### src/sv/key_to_escape_sequence_unit_assert.svh
// Assertion macros for the key to escape sequence unit.
// Included by the top level; simulation checks vanish when SYNTHESIS is set.
`ifndef KEY_TO_ESCAPE_SEQUENCE_UNIT_ASSERT_SVH
`define KEY_TO_ESCAPE_SEQUENCE_UNIT_ASSERT_SVH
`ifndef SYNTHESIS
`define KTE_ASSERT(lbl, clk, rst, prop, msg) \
   lbl: assert property (@(posedge clk) disable iff (rst) prop) else $error(msg);
`define KTE_ASSERT_ALWAYS(lbl, clk, prop, msg) \
   lbl: assert property (@(posedge clk) prop) else $error(msg);
`else
`define KTE_ASSERT(lbl, clk, rst, prop, msg)
`define KTE_ASSERT_ALWAYS(lbl, clk, prop, msg)
`endif
`endif

### src/sv/kte_pkg.sv
`timescale 1ns / 1ps
// Types, key codes and sequence builders for the key to escape sequence unit.
// No dependencies; used by kte_encode and key_to_escape_sequence_unit.
package kte_pkg;

   localparam int SEQ_MAX = 7;

   localparam logic [7:0] CH_ESC   = 8'h1B;
   localparam logic [7:0] CH_CR    = 8'h0D;
   localparam logic [7:0] CH_TAB   = 8'h09;
   localparam logic [7:0] CH_DEL   = 8'h7F;
   localparam logic [7:0] CH_LBRK  = 8'h5B;
   localparam logic [7:0] CH_SEMI  = 8'h3B;
   localparam logic [7:0] CH_TILDE = 8'h7E;
   localparam logic [7:0] CH_ZERO  = 8'h30;
   localparam logic [7:0] CH_ONE   = 8'h31;
   localparam logic [7:0] CH_UPPER_O = 8'h4F;
   localparam logic [7:0] CH_UPPER_Z = 8'h5A;

   localparam logic [8:0] KEY_SPACE     = 9'd32;
   localparam logic [8:0] KEY_MINUS     = 9'd45;
   localparam logic [8:0] KEY_SLASH     = 9'd47;
   localparam logic [8:0] KEY_LETTER_A  = 9'd65;
   localparam logic [8:0] KEY_LETTER_Z  = 9'd90;
   localparam logic [8:0] KEY_LBRACKET  = 9'd91;
   localparam logic [8:0] KEY_BACKSLASH = 9'd92;
   localparam logic [8:0] KEY_RBRACKET  = 9'd93;
   localparam logic [8:0] KEY_ESCAPE    = 9'd256;
   localparam logic [8:0] KEY_ENTER     = 9'd257;
   localparam logic [8:0] KEY_TAB       = 9'd258;
   localparam logic [8:0] KEY_BACKSPACE = 9'd259;
   localparam logic [8:0] KEY_INSERT    = 9'd260;
   localparam logic [8:0] KEY_DELETE    = 9'd261;
   localparam logic [8:0] KEY_RIGHT     = 9'd262;
   localparam logic [8:0] KEY_LEFT      = 9'd263;
   localparam logic [8:0] KEY_DOWN      = 9'd264;
   localparam logic [8:0] KEY_UP        = 9'd265;
   localparam logic [8:0] KEY_PAGE_UP   = 9'd266;
   localparam logic [8:0] KEY_PAGE_DOWN = 9'd267;
   localparam logic [8:0] KEY_HOME      = 9'd268;
   localparam logic [8:0] KEY_END       = 9'd269;
   localparam logic [8:0] KEY_F1        = 9'd290;
   localparam logic [8:0] KEY_F2        = 9'd291;
   localparam logic [8:0] KEY_F3        = 9'd292;
   localparam logic [8:0] KEY_F4        = 9'd293;
   localparam logic [8:0] KEY_F5        = 9'd294;
   localparam logic [8:0] KEY_F12       = 9'd301;
   localparam logic [8:0] KEY_KP_ENTER  = 9'd335;

   localparam logic [7:0] PF_FINALS [4] = '{8'h50, 8'h51, 8'h52, 8'h53};
   localparam logic [1:0] FKEY_TENS [8] = '{2'd1, 2'd1, 2'd1, 2'd1, 2'd2, 2'd2, 2'd2, 2'd2};
   localparam logic [3:0] FKEY_ONES [8] = '{4'd5, 4'd7, 4'd8, 4'd9, 4'd0, 4'd1, 4'd3, 4'd4};

   typedef struct packed {
      logic [SEQ_MAX-1:0][7:0] bytes;
      logic [2:0]              len;
   } seq_type;

   // ESC [ n ~ or ESC [ n ; m ~, where n has one or two digits.
   function automatic seq_type tilde_seq(input logic has_tens, input logic [1:0] tens,
                                         input logic [3:0] ones, input logic has_mod,
                                         input logic [7:0] mod_char);
      seq_type s;
      s = '0;
      s.bytes[0] = CH_ESC;
      s.bytes[1] = CH_LBRK;
      if (has_tens) begin
         s.bytes[2] = CH_ZERO + {6'd0, tens};
         s.bytes[3] = CH_ZERO + {4'd0, ones};
         if (has_mod) begin
            s.bytes[4] = CH_SEMI;
            s.bytes[5] = mod_char;
            s.bytes[6] = CH_TILDE;
            s.len = 3'd7;
         end else begin
            s.bytes[4] = CH_TILDE;
            s.len = 3'd5;
         end
      end else begin
         s.bytes[2] = CH_ZERO + {4'd0, ones};
         if (has_mod) begin
            s.bytes[3] = CH_SEMI;
            s.bytes[4] = mod_char;
            s.bytes[5] = CH_TILDE;
            s.len = 3'd6;
         end else begin
            s.bytes[3] = CH_TILDE;
            s.len = 3'd4;
         end
      end
      return s;
   endfunction

   // ESC intro X, or ESC [ 1 ; m X when a modifier is held.
   function automatic seq_type letter_seq(input logic [7:0] intro, input logic [7:0] fin,
                                          input logic has_mod, input logic [7:0] mod_char);
      seq_type s;
      s = '0;
      s.bytes[0] = CH_ESC;
      if (has_mod) begin
         s.bytes[1] = CH_LBRK;
         s.bytes[2] = CH_ONE;
         s.bytes[3] = CH_SEMI;
         s.bytes[4] = mod_char;
         s.bytes[5] = fin;
         s.len = 3'd6;
      end else begin
         s.bytes[1] = intro;
         s.bytes[2] = fin;
         s.len = 3'd3;
      end
      return s;
   endfunction

endpackage

### src/sv/kte_encode.sv
`timescale 1ns / 1ps
// Combinational encoder from one key event to its byte sequence and length.
// Depends on kte_pkg for key codes, the sequence type and the builders.
module kte_encode import kte_pkg::*; (
   input  logic [8:0] key_code,
   input  logic       shift_held,
   input  logic       alt_held,
   input  logic       control_held,
   output seq_type    seq
);

   logic [3:0] mod;
   logic [7:0] mod_char;
   logic       has_mod;
   logic       ctrl_hit;
   logic [7:0] ctrl_code;
   logic [8:0] pf_off;
   logic [8:0] fk_off;

   assign mod      = 4'd1 + {3'd0, shift_held} + {2'd0, alt_held, 1'b0}
                     + {1'b0, control_held, 2'd0};
   assign mod_char = CH_ZERO + {4'd0, mod};
   assign has_mod  = shift_held | alt_held | control_held;
   assign pf_off   = key_code - KEY_F1;
   assign fk_off   = key_code - KEY_F5;

   always_comb begin
      ctrl_hit  = 1'b1;
      ctrl_code = 8'd0;
      if (key_code >= KEY_LETTER_A && key_code <= KEY_LETTER_Z) begin
         ctrl_code = key_code[7:0] - 8'd64;
      end else begin
         case (key_code)
            KEY_SPACE:     ctrl_code = 8'h00;
            KEY_SLASH:     ctrl_code = 8'h1F;
            KEY_MINUS:     ctrl_code = 8'h1F;
            KEY_LBRACKET:  ctrl_code = 8'h1B;
            KEY_BACKSLASH: ctrl_code = 8'h1C;
            KEY_RBRACKET:  ctrl_code = 8'h1D;
            default:       ctrl_hit  = 1'b0;
         endcase
      end
   end

   always_comb begin
      seq = '0;
      if (control_held && ctrl_hit) begin
         if (alt_held) begin
            seq.bytes[0] = CH_ESC;
            seq.bytes[1] = ctrl_code;
            seq.len      = 3'd2;
         end else begin
            seq.bytes[0] = ctrl_code;
            seq.len      = 3'd1;
         end
      end else begin
         case (key_code)
            KEY_ESCAPE: begin
               seq.bytes[0] = CH_ESC;
               seq.len      = 3'd1;
            end
            KEY_ENTER, KEY_KP_ENTER: begin
               seq.bytes[0] = CH_CR;
               seq.len      = 3'd1;
            end
            KEY_TAB: begin
               if (shift_held) begin
                  seq.bytes[0] = CH_ESC;
                  seq.bytes[1] = CH_LBRK;
                  seq.bytes[2] = CH_UPPER_Z;
                  seq.len      = 3'd3;
               end else begin
                  seq.bytes[0] = CH_TAB;
                  seq.len      = 3'd1;
               end
            end
            KEY_BACKSPACE: begin
               seq.bytes[0] = CH_DEL;
               seq.len      = 3'd1;
            end
            KEY_INSERT:    seq = tilde_seq(1'b0, 2'd0, 4'd2, has_mod, mod_char);
            KEY_DELETE:    seq = tilde_seq(1'b0, 2'd0, 4'd3, has_mod, mod_char);
            KEY_PAGE_UP:   seq = tilde_seq(1'b0, 2'd0, 4'd5, has_mod, mod_char);
            KEY_PAGE_DOWN: seq = tilde_seq(1'b0, 2'd0, 4'd6, has_mod, mod_char);
            KEY_RIGHT:     seq = letter_seq(CH_LBRK, 8'h43, has_mod, mod_char);
            KEY_LEFT:      seq = letter_seq(CH_LBRK, 8'h44, has_mod, mod_char);
            KEY_DOWN:      seq = letter_seq(CH_LBRK, 8'h42, has_mod, mod_char);
            KEY_UP:        seq = letter_seq(CH_LBRK, 8'h41, has_mod, mod_char);
            KEY_HOME:      seq = letter_seq(CH_LBRK, 8'h48, has_mod, mod_char);
            KEY_END:       seq = letter_seq(CH_LBRK, 8'h46, has_mod, mod_char);
            KEY_F1, KEY_F2, KEY_F3, KEY_F4: begin
               seq = letter_seq(CH_UPPER_O, PF_FINALS[pf_off[1:0]], has_mod, mod_char);
            end
            default: begin
               if (key_code >= KEY_F5 && key_code <= KEY_F12) begin
                  seq = tilde_seq(1'b1, FKEY_TENS[fk_off[2:0]], FKEY_ONES[fk_off[2:0]],
                                  has_mod, mod_char);
               end
            end
         endcase
      end
   end

endmodule

### src/sv/key_to_escape_sequence_unit.sv
`timescale 1ns / 1ps
// Key event to xterm byte sequence unit. A key's beat is held in the input
// register, then encoded into the sequence register that shows its bytes.
// Throughput: one beat per cycle on the input side, bounded by the output,
// which sends one byte per cycle while rsp_ready is high; a key without bytes
// sends none. Reset is synchronous, active high, and empties both stages.
// Depends on kte_pkg, kte_encode and key_to_escape_sequence_unit_assert.svh.
`include "key_to_escape_sequence_unit_assert.svh"
module key_to_escape_sequence_unit import kte_pkg::*; (
   input  logic       clock,
   input  logic       reset,
   input  logic       req_valid,
   output logic       req_ready,
   input  logic [8:0] req_key_code,
   input  logic       req_shift_held,
   input  logic       req_alt_held,
   input  logic       req_control_held,
   output logic       rsp_valid,
   input  logic       rsp_ready,
   output logic [7:0] rsp_out_byte,
   output logic       rsp_last_byte
);

   logic       in_valid_ff, in_valid_in;
   logic [8:0] in_key_ff;
   logic       in_shift_ff, in_alt_ff, in_ctrl_ff;
   logic       seq_valid_ff, seq_valid_in;
   seq_type    seq_ff, seq_in;
   logic [2:0] idx_ff, idx_in;
   seq_type    enc;
   logic       req_fire, rsp_fire, seq_done, seq_free, in_move;

   kte_encode u_encode (
      .key_code     (in_key_ff),
      .shift_held   (in_shift_ff),
      .alt_held     (in_alt_ff),
      .control_held (in_ctrl_ff),
      .seq          (enc)
   );

   assign rsp_valid     = seq_valid_ff;
   assign rsp_out_byte  = seq_ff.bytes[idx_ff];
   assign rsp_last_byte = (idx_ff + 3'd1) == seq_ff.len;

   assign rsp_fire  = seq_valid_ff && rsp_ready;
   assign seq_done  = rsp_fire && rsp_last_byte;
   assign seq_free  = !seq_valid_ff || seq_done;
   assign in_move   = in_valid_ff && seq_free;
   assign req_ready = !in_valid_ff || seq_free;
   assign req_fire  = req_valid && req_ready;

   always_comb begin
      in_valid_in = in_valid_ff;
      if (req_fire) begin
         in_valid_in = 1'b1;
      end else if (in_move) begin
         in_valid_in = 1'b0;
      end
   end

   always_comb begin
      seq_valid_in = seq_valid_ff;
      seq_in       = seq_ff;
      idx_in       = idx_ff;
      if (in_move) begin
         seq_valid_in = enc.len != 3'd0;
         seq_in       = enc;
         idx_in       = 3'd0;
      end else if (seq_done) begin
         seq_valid_in = 1'b0;
      end else if (rsp_fire) begin
         idx_in = idx_ff + 3'd1;
      end
   end

   always_ff @(posedge clock) begin
      if (reset) begin
         in_valid_ff  <= 1'b0;
         seq_valid_ff <= 1'b0;
         idx_ff       <= 3'd0;
      end else begin
         in_valid_ff  <= in_valid_in;
         seq_valid_ff <= seq_valid_in;
         idx_ff       <= idx_in;
      end
   end

   always_ff @(posedge clock) begin
      if (req_fire) begin
         in_key_ff   <= req_key_code;
         in_shift_ff <= req_shift_held;
         in_alt_ff   <= req_alt_held;
         in_ctrl_ff  <= req_control_held;
      end
      seq_ff <= seq_in;
   end

   `KTE_ASSERT(a_idx_in_range, clock, reset, seq_valid_ff |-> (idx_ff < seq_ff.len), "Byte index past sequence length.")
   `KTE_ASSERT(a_held_key_kept, clock, reset, (in_valid_ff && !seq_free) |=> in_valid_ff, "Waiting key event was lost.")
   `KTE_ASSERT(a_drain_empty, clock, reset, (seq_done && !in_valid_ff) |=> !rsp_valid, "Output stayed valid after the final byte.")
   `KTE_ASSERT_ALWAYS(a_reset_empty, clock, reset |=> (!rsp_valid && req_ready), "Unit not empty after reset.")

endmodule
### config.mk
export PLATFORM = sky130hd
export DESIGN_NAME = key_to_escape_sequence_unit
export DESIGN_NICKNAME = d
export VERILOG_FILES = /design/src/sv/kte_pkg.sv /design/src/sv/kte_encode.sv /design/src/sv/key_to_escape_sequence_unit.sv
export VERILOG_INCLUDE_DIRS = /design/src /design/src/sv
export SDC_FILE = /design/constraint.sdc
export NUM_CORES = 1
export LEC_CHECK = 0
export BUFFER_PORTS_ARGS = -buffer_cell sky130_fd_sc_hd__buf_2
export CORE_AREA = 2 2 97 80
export DETAILED_ROUTE_END_ITERATION = 10
export DIE_AREA = 0 0 99 82
export HOLD_SLACK_MARGIN = 0.03
export PLACE_DENSITY = 0.81
export SYNTH_ARGS = -nofsm -noshare
export SYNTH_HDL_FRONTEND = slang
export SYNTH_SLANG_ARGS = --single-unit
### constraint.sdc
create_clock -name clock -period 3.85 [get_ports clock]
set_input_delay 0.5775 -clock clock [delete_from_list [all_inputs] [get_ports clock]]
set_output_delay 0.5775 -clock clock [all_outputs]
set_load 0.005 [all_outputs]
Word level (Yosys, flattened, before mapping)
Memories as Yosys holds them, arrays and structs flattened.
Index checks and enable logic that the tools add are counted.
- reduce and logical (&&, ||, !) cells: 24
- order comparisons: 7
- bitwise operators: 5
- add/sub/neg operators: 10
- mux-type cells: 45
- eq/ne operators: 26
- operators by type and width (cell ; count):
    $pmux 32 s9 ; 1
    $pmux 16 s13 ; 1
    $eq 9x9->1 const B ; 19
    $mux 23 ; 6
    $mux 15 ; 8
    $pmux 11 s6 ; 1
    $mux 59 ; 1
    $mux 8 ; 6
    $eq 9x6->1 const B ; 3
    $eq 9x7->1 const B ; 3
    $bmux 8 s3 ; 1
    $mux 24 ; 1
    $pmux 5 s4 ; 1
    $mux 19 ; 1
    $bmux 8 s2 ; 1
    $mux 16 ; 1
    $add 6x4->7 const A ; 2
    $reduce_or 4->1 ; 3
    $mux 11 ; 1
    $reduce_or 10->1 ; 1
    $ge 9x7->1 const B ; 1
    $ge 9x9->1 const B ; 1
    $le 9x7->1 const B ; 1
    $le 9x9->1 const B ; 1
    other kinds (30) ; 51
- ROM bits: 48
- memories: 2
- output and inout bits: 11
- flip-flop bits (word level): 76
- input bits: 16
- memories (memory ; depth ; bits a word ; read ports ; clocked after memory_dff ; write ports ; RTL line ; RTL):
    (name not given) ; 8 ; 4 ; 1 ; 0 ; 0 ; kte_encode.sv:96 ; seq = tilde_seq(1'b1, FKEY_TENS[fk_off[2:0]], FKEY_ONES[fk_off[2:0]],
    (name not given) ; 8 ; 2 ; 1 ; 0 ; 0 ; kte_encode.sv:96 ;

Logic depth before layout (Yosys ltp)
- depth in word-level cells: 11
- depth in mapped cells: 10
- gate-level depth less buffers: 7

By module
From an unflattened synthesis, not the netlist that was laid out.
- cell total of the unflattened synthesis: 420
- area total of the unflattened synthesis: 4702.0 um^2
- by module, submodules not included (module ; cells each ; area each (um^2) ; times used):
    key_to_escape_sequence_unit ; 161 ; 2935.3 ; 1
    kte_encode ; 259 ; 1766.7 ; 1

Worst setup path before layout
Ideal clock, no wire load.
- kind: register -> register
- from: register idx_ff[2]
- to: register seq_ff[0] (netlist name), enable pin
- arrival: 3272 ps
- path slack: 129 ps
- data required time: 3400 ps
- setup time: 450 ps
- stages on the path, launching flop included: 6
- path through: dfxtp_1 -> buf_2 -> xor3_1 -> nor3_2 -> a21boi_1 -> nor2_1
- word-level cells in the longest chain between the ends: 5
- RTL lines (item ; RTL line ; RTL):
    from (decl) ; key_to_escape_sequence_unit.sv:29 ; logic [2:0] idx_ff, idx_in;
    from (signal assigned) ; key_to_escape_sequence_unit.sv:84 ; idx_ff <= idx_in;
    $add 3x1->3 ; key_to_escape_sequence_unit.sv:43 ; assign rsp_last_byte = (idx_ff + 3'd1) == seq_ff.len;
    $eq 3x3->1 ; key_to_escape_sequence_unit.sv:43 ;
    named net rsp_last_byte ; key_to_escape_sequence_unit.sv:21 ; output logic rsp_last_byte
    $logic_and 1x1->1 ; key_to_escape_sequence_unit.sv:46 ; assign seq_done = rsp_fire && rsp_last_byte;
    $logic_or 1x1->1 ; key_to_escape_sequence_unit.sv:47 ; assign seq_free = !seq_valid_ff || seq_done;
    $logic_and 1x1->1 ; key_to_escape_sequence_unit.sv:48 ; assign in_move = in_valid_ff && seq_free;
    named net in_move ; key_to_escape_sequence_unit.sv:31 ; logic req_fire, rsp_fire, seq_done, seq_free, in_move;
    to (signal assigned) ; key_to_escape_sequence_unit.sv:95 ; seq_ff <= seq_in;
    to (decl) ; key_to_escape_sequence_unit.sv:28 ; seq_type seq_ff, seq_in;
The timed path passes the listed nets, and every way through them passes these cells.
A chain may end at the register's enable or synchronous reset.

==> impl_results.md <==
- Row cnt: 28
- Vias: 2,969
- Wirelength per Cell: between 20 and 25 µm
- Yosys reg bits: 63
- CTS tree: built
- Cts hold-fix bufs: 0
- CP max stage delay: roughly 0.58 ns
- Htree depth: 3
- Slew @ Worst Pin: ~0.7 ns
- Endpoints failing setup: 0
- Antenna Nets Post-Route: 0
- Hold Violations, Final: 0
- Critical R2R Launch: in_key_ff[1]$_DFFE_PP_
- Vias/cell: 6.36
- Multiplexer share of the synthesized area: 8.16%
- WP data required: between 3 and 4 ns
- Commonest register cell after synthesis: edfxtp_1
- Critical path cell sequence: inv_1, ha_1, o21ai_1, a2111o_1, o31a_2, nand3_2, o2111ai_1
- TritonCTS Sinks: 63
- Worst-path clk slew: roughly 0.07 ns
- Syn Area/Cell: 11.0 µm²
- FF-to-FF End: seq_ff[0]$_DFFE_PP_
- Ys Warns: 0
- Syn_nets: 380
- Vias in the first global route: around 2,800
- Fin Clk Skew: 0.0105 ns
- GR Util All Layers: about a quarter
- Root Buffer: clkbuf_8
- Stages on worst setup path: 7
- Global-route wire length before repair: about 15,000 µm
- Outcome: finished clean
- Delay-heaviest family, CP: compound AO/OA/AOI/OAI gates
- Fin crit share: around 81%
- Antenna violations before repair: 0
- Pre-antenna DRT Iters: 5
- Worst vdd ir: ~0.2 mV
- P&R area growth vs syn: 11.0%
- WP buf/inv: 1
- Pin count of the biggest net entering global routing: 47
- Distinct cells, synth: 71
- Period minus WS final: about 3.1 ns
- Post-route DRC: 0
- Pwr Total: about 1600 µW
- # fillers: between 500 and 600
- Worst Hold End: in_key_ff[1]$_DFFE_PP_
- Leak: 0.00162 µW
- Antenna cells: 0
- RSZ-0062 raised after global routing: false
- I/O Pins: 27
- Crit-path slowest cell: a2111o_1
- Clk_lat worst skew: between 0.3 and 0.4 ns
- Max-cap violations: 0
- Kind of critical path: flop to flop
- Hold path depth: 1
- Worst Path Max Fanout: 21
- Share of flip-flops with an asynchronous set or reset: 0%
- Hold path startpoint: req_key_code[1]
- Total CTS buffers: 9
- Post-synthesis cell area: around 3800 µm²
- Slew headroom: slightly above 50%
- Share of post-route cells with drive strength above 1: 21.2%
- Critical path data arrival time: ~3.2 ns
- Setup repair bufs after CTS: 0
- Grt ovf: 0
- Synth Area in Compound Gates: 18.3%
- Worst min-delay path category: input pin to flop
- Simple-Gate Fraction of Synth Area: about 14%
- Critical Path End Type: flop
- Initial drt markers: between 300 and 400
- Final Max Slew Viols: 0
- DIE HEIGHT: 82 µm
- Resized cells post-CTS: 0
- Combinational family with the most area after synthesis: compound AO/OA/AOI/OAI gates
- Post-synthesis xor/xnor area fraction: 1.53%
- Port-buffer cells: 26
- Crit start category: flop
- Synth Area in Adders: just under 5%
- Max Clock Freq: 0.319 GHz
- R2R Setup Slk: ~0.7 ns
- Final wirelength: between 9000 and 10,000 µm
- GPL Wtd Cong: ~0.9
- Core area: about 7200 µm²
- Nets: 403
- Setup TNS Final: 0 ns
- DP HPWL: approximately 6600 µm
- DIE AREA: 8120 µm²
- Worst r2r path cells: 7
- Starting Density: between 50 and 60%
- Number of synthesized flops with an enable pin: slightly below 60
- Cell Pwr Density: ~370 nW/µm²
- Clock Path Buffers: 2
- Mapped Cells: 349
- Die Width: approximately 99 µm
- Sequential share of the synthesized area: 48.1%
## where the power goes
part	leakage [µW]	internal (µW)	switching (µW)	total [µW]
registers	0.000626	775	24.8	800
logic	0.000894	58.6	93.1	152
clock network	0.000103	365	277	643
## synth_stat cells (3+ instances only)
cell type	count	area, µm²
a31oi_1	3	18.8
nand2_1	28	105
inv_1	15	56.3
mux2i_1	11	110
edfxtp_1	58	1740
o211ai_1	5	37.5
nor2_1	21	78.8
o21a_1	4	30.0
nand3_1	8	40.0
o21ai_0	12	60.1
buf_4	4	30.0
o31ai_1	3	22.5
a21oi_1	25	125
mux2_2	3	33.8
clkbuf_1	10	37.5
o21ai_1	10	50.1
nor2b_1	5	31.3
buf_2	7	35.0
a22oi_1	7	52.6
dfxtp_1	5	100
nor3_1	7	35.0
nand4_1	7	43.8
nand2b_1	5	31.3
o22ai_1	6	37.5
o2111ai_1	3	26.3
ha_1	15	188
mux4_2	7	158
## worst max-delay path by stage
stage                            from                  endpoint  slack (ns)
5_1_grt        in_key_ff[1]$_DFFE_PP_      seq_ff[15]$_DFFE_PP_        0.50
4_1_cts        in_key_ff[1]$_DFFE_PP_      seq_ff[15]$_DFFE_PP_        0.81
2_1_floorplan  idx_ff[2]$_SDFFE_PP0P_       seq_ff[0]$_DFFE_PP_        0.13
3_3_place_gp   in_key_ff[1]$_DFFE_PP_      seq_ff[15]$_DFFE_PP_        0.92
3_5_place_dp   in_key_ff[1]$_DFFE_PP_  seq_ff[36]$_SDFFCE_PN0P_        0.83
6_report       in_key_ff[1]$_DFFE_PP_       seq_ff[0]$_DFFE_PP_        0.72
## kinds of logic (layout without fill, tap and decap cells)
family,count (synthesis),count (layout)
compound gates,102,102
xor+xnor,5,5
fa+ha+maj,15,15
buf+inv,38,66
flops,63,63
mux,22,22
other cells,1,1
simple gates,103,103
## cells in the final DEF (no fill, tap or decap), types with 3 or more instances in the layout
cell	synthesis	routed
dfxtp_1	5	5
nand4_1	7	7
nor2b_1	5	5
o21ai_1	10	10
nor3_1	7	7
nand2b_1	5	5
o21ai_0	12	12
mux4_2	7	7
ha_1	15	15
a21oi_1	25	25
nand3_1	8	8
inv_1	15	15
buf_2	7	26
nand2_1	28	28
a22oi_1	7	7
mux2i_1	11	11
o21a_1	4	4
edfxtp_1	58	58
buf_4	4	9
o2111ai_1	3	3
a31oi_1	3	3
clkbuf_8	0	9
o31ai_1	3	3
nor2_1	21	20
o22ai_1	6	6
mux2_2	3	3
o211ai_1	5	5
## worst reg2reg max path, stage by stage, from the launching register on
cell	delay, ns
edfxtp_1	0.49
inv_1	0.26
ha_1	0.55
o21ai_1	0.22
a2111o_1	0.58
o31a_2	0.20
nand3_2	0.33
o2111ai_1	0.21
## through the flow
step                      instance area [µm²]  utilization (%)  worst slack [ns]  hold slack (ns)  std cells
after floorplan                          3830                -             0.129            0.501        349
after global placement                   4030             56.1             0.920            0.490        451
after detailed placement                 4030             56.1             0.830            0.538        451
after CTS                                4250             59.2             0.810            0.397        467
after global routing                     4250             59.2             0.497            0.394        467
final                                    4250             59.2             0.716            0.406        467
## registers in the layout, summed over array words and instances, names as in the netlist
name	cells
seq_ff	46
in_key_ff	9
idx_ff	3
in_alt_ff	1
in_ctrl_ff	1
in_shift_ff	1
in_valid_ff	1
rsp_valid	1
## per-layer routing
layer | GRT usage (%) | share of wire (%) | up-vias
met5 | 0 | 0 | -
met2 | 40.3 | 48 | 131
met3 | 5.36 | 6.7 | 21
met1 | 32.2 | 43 | 1438
met4 | 8.22 | 1.7 | 0
li1 | - | - | 1379
## cell type report
type                    instances  area, µm²  share of cell area [%]
flip-flops and latches         63       1840                    43.3
multi-input cells             248       1820                    42.9
repair buffers                 35        198                    4.65
clock buffers                   9        124                    2.91
well taps                      90        113                    2.65
clock inverters                 7       96.3                    2.27
inverters                      15       56.3                    1.32
Power figures use the tool's default switching activity.
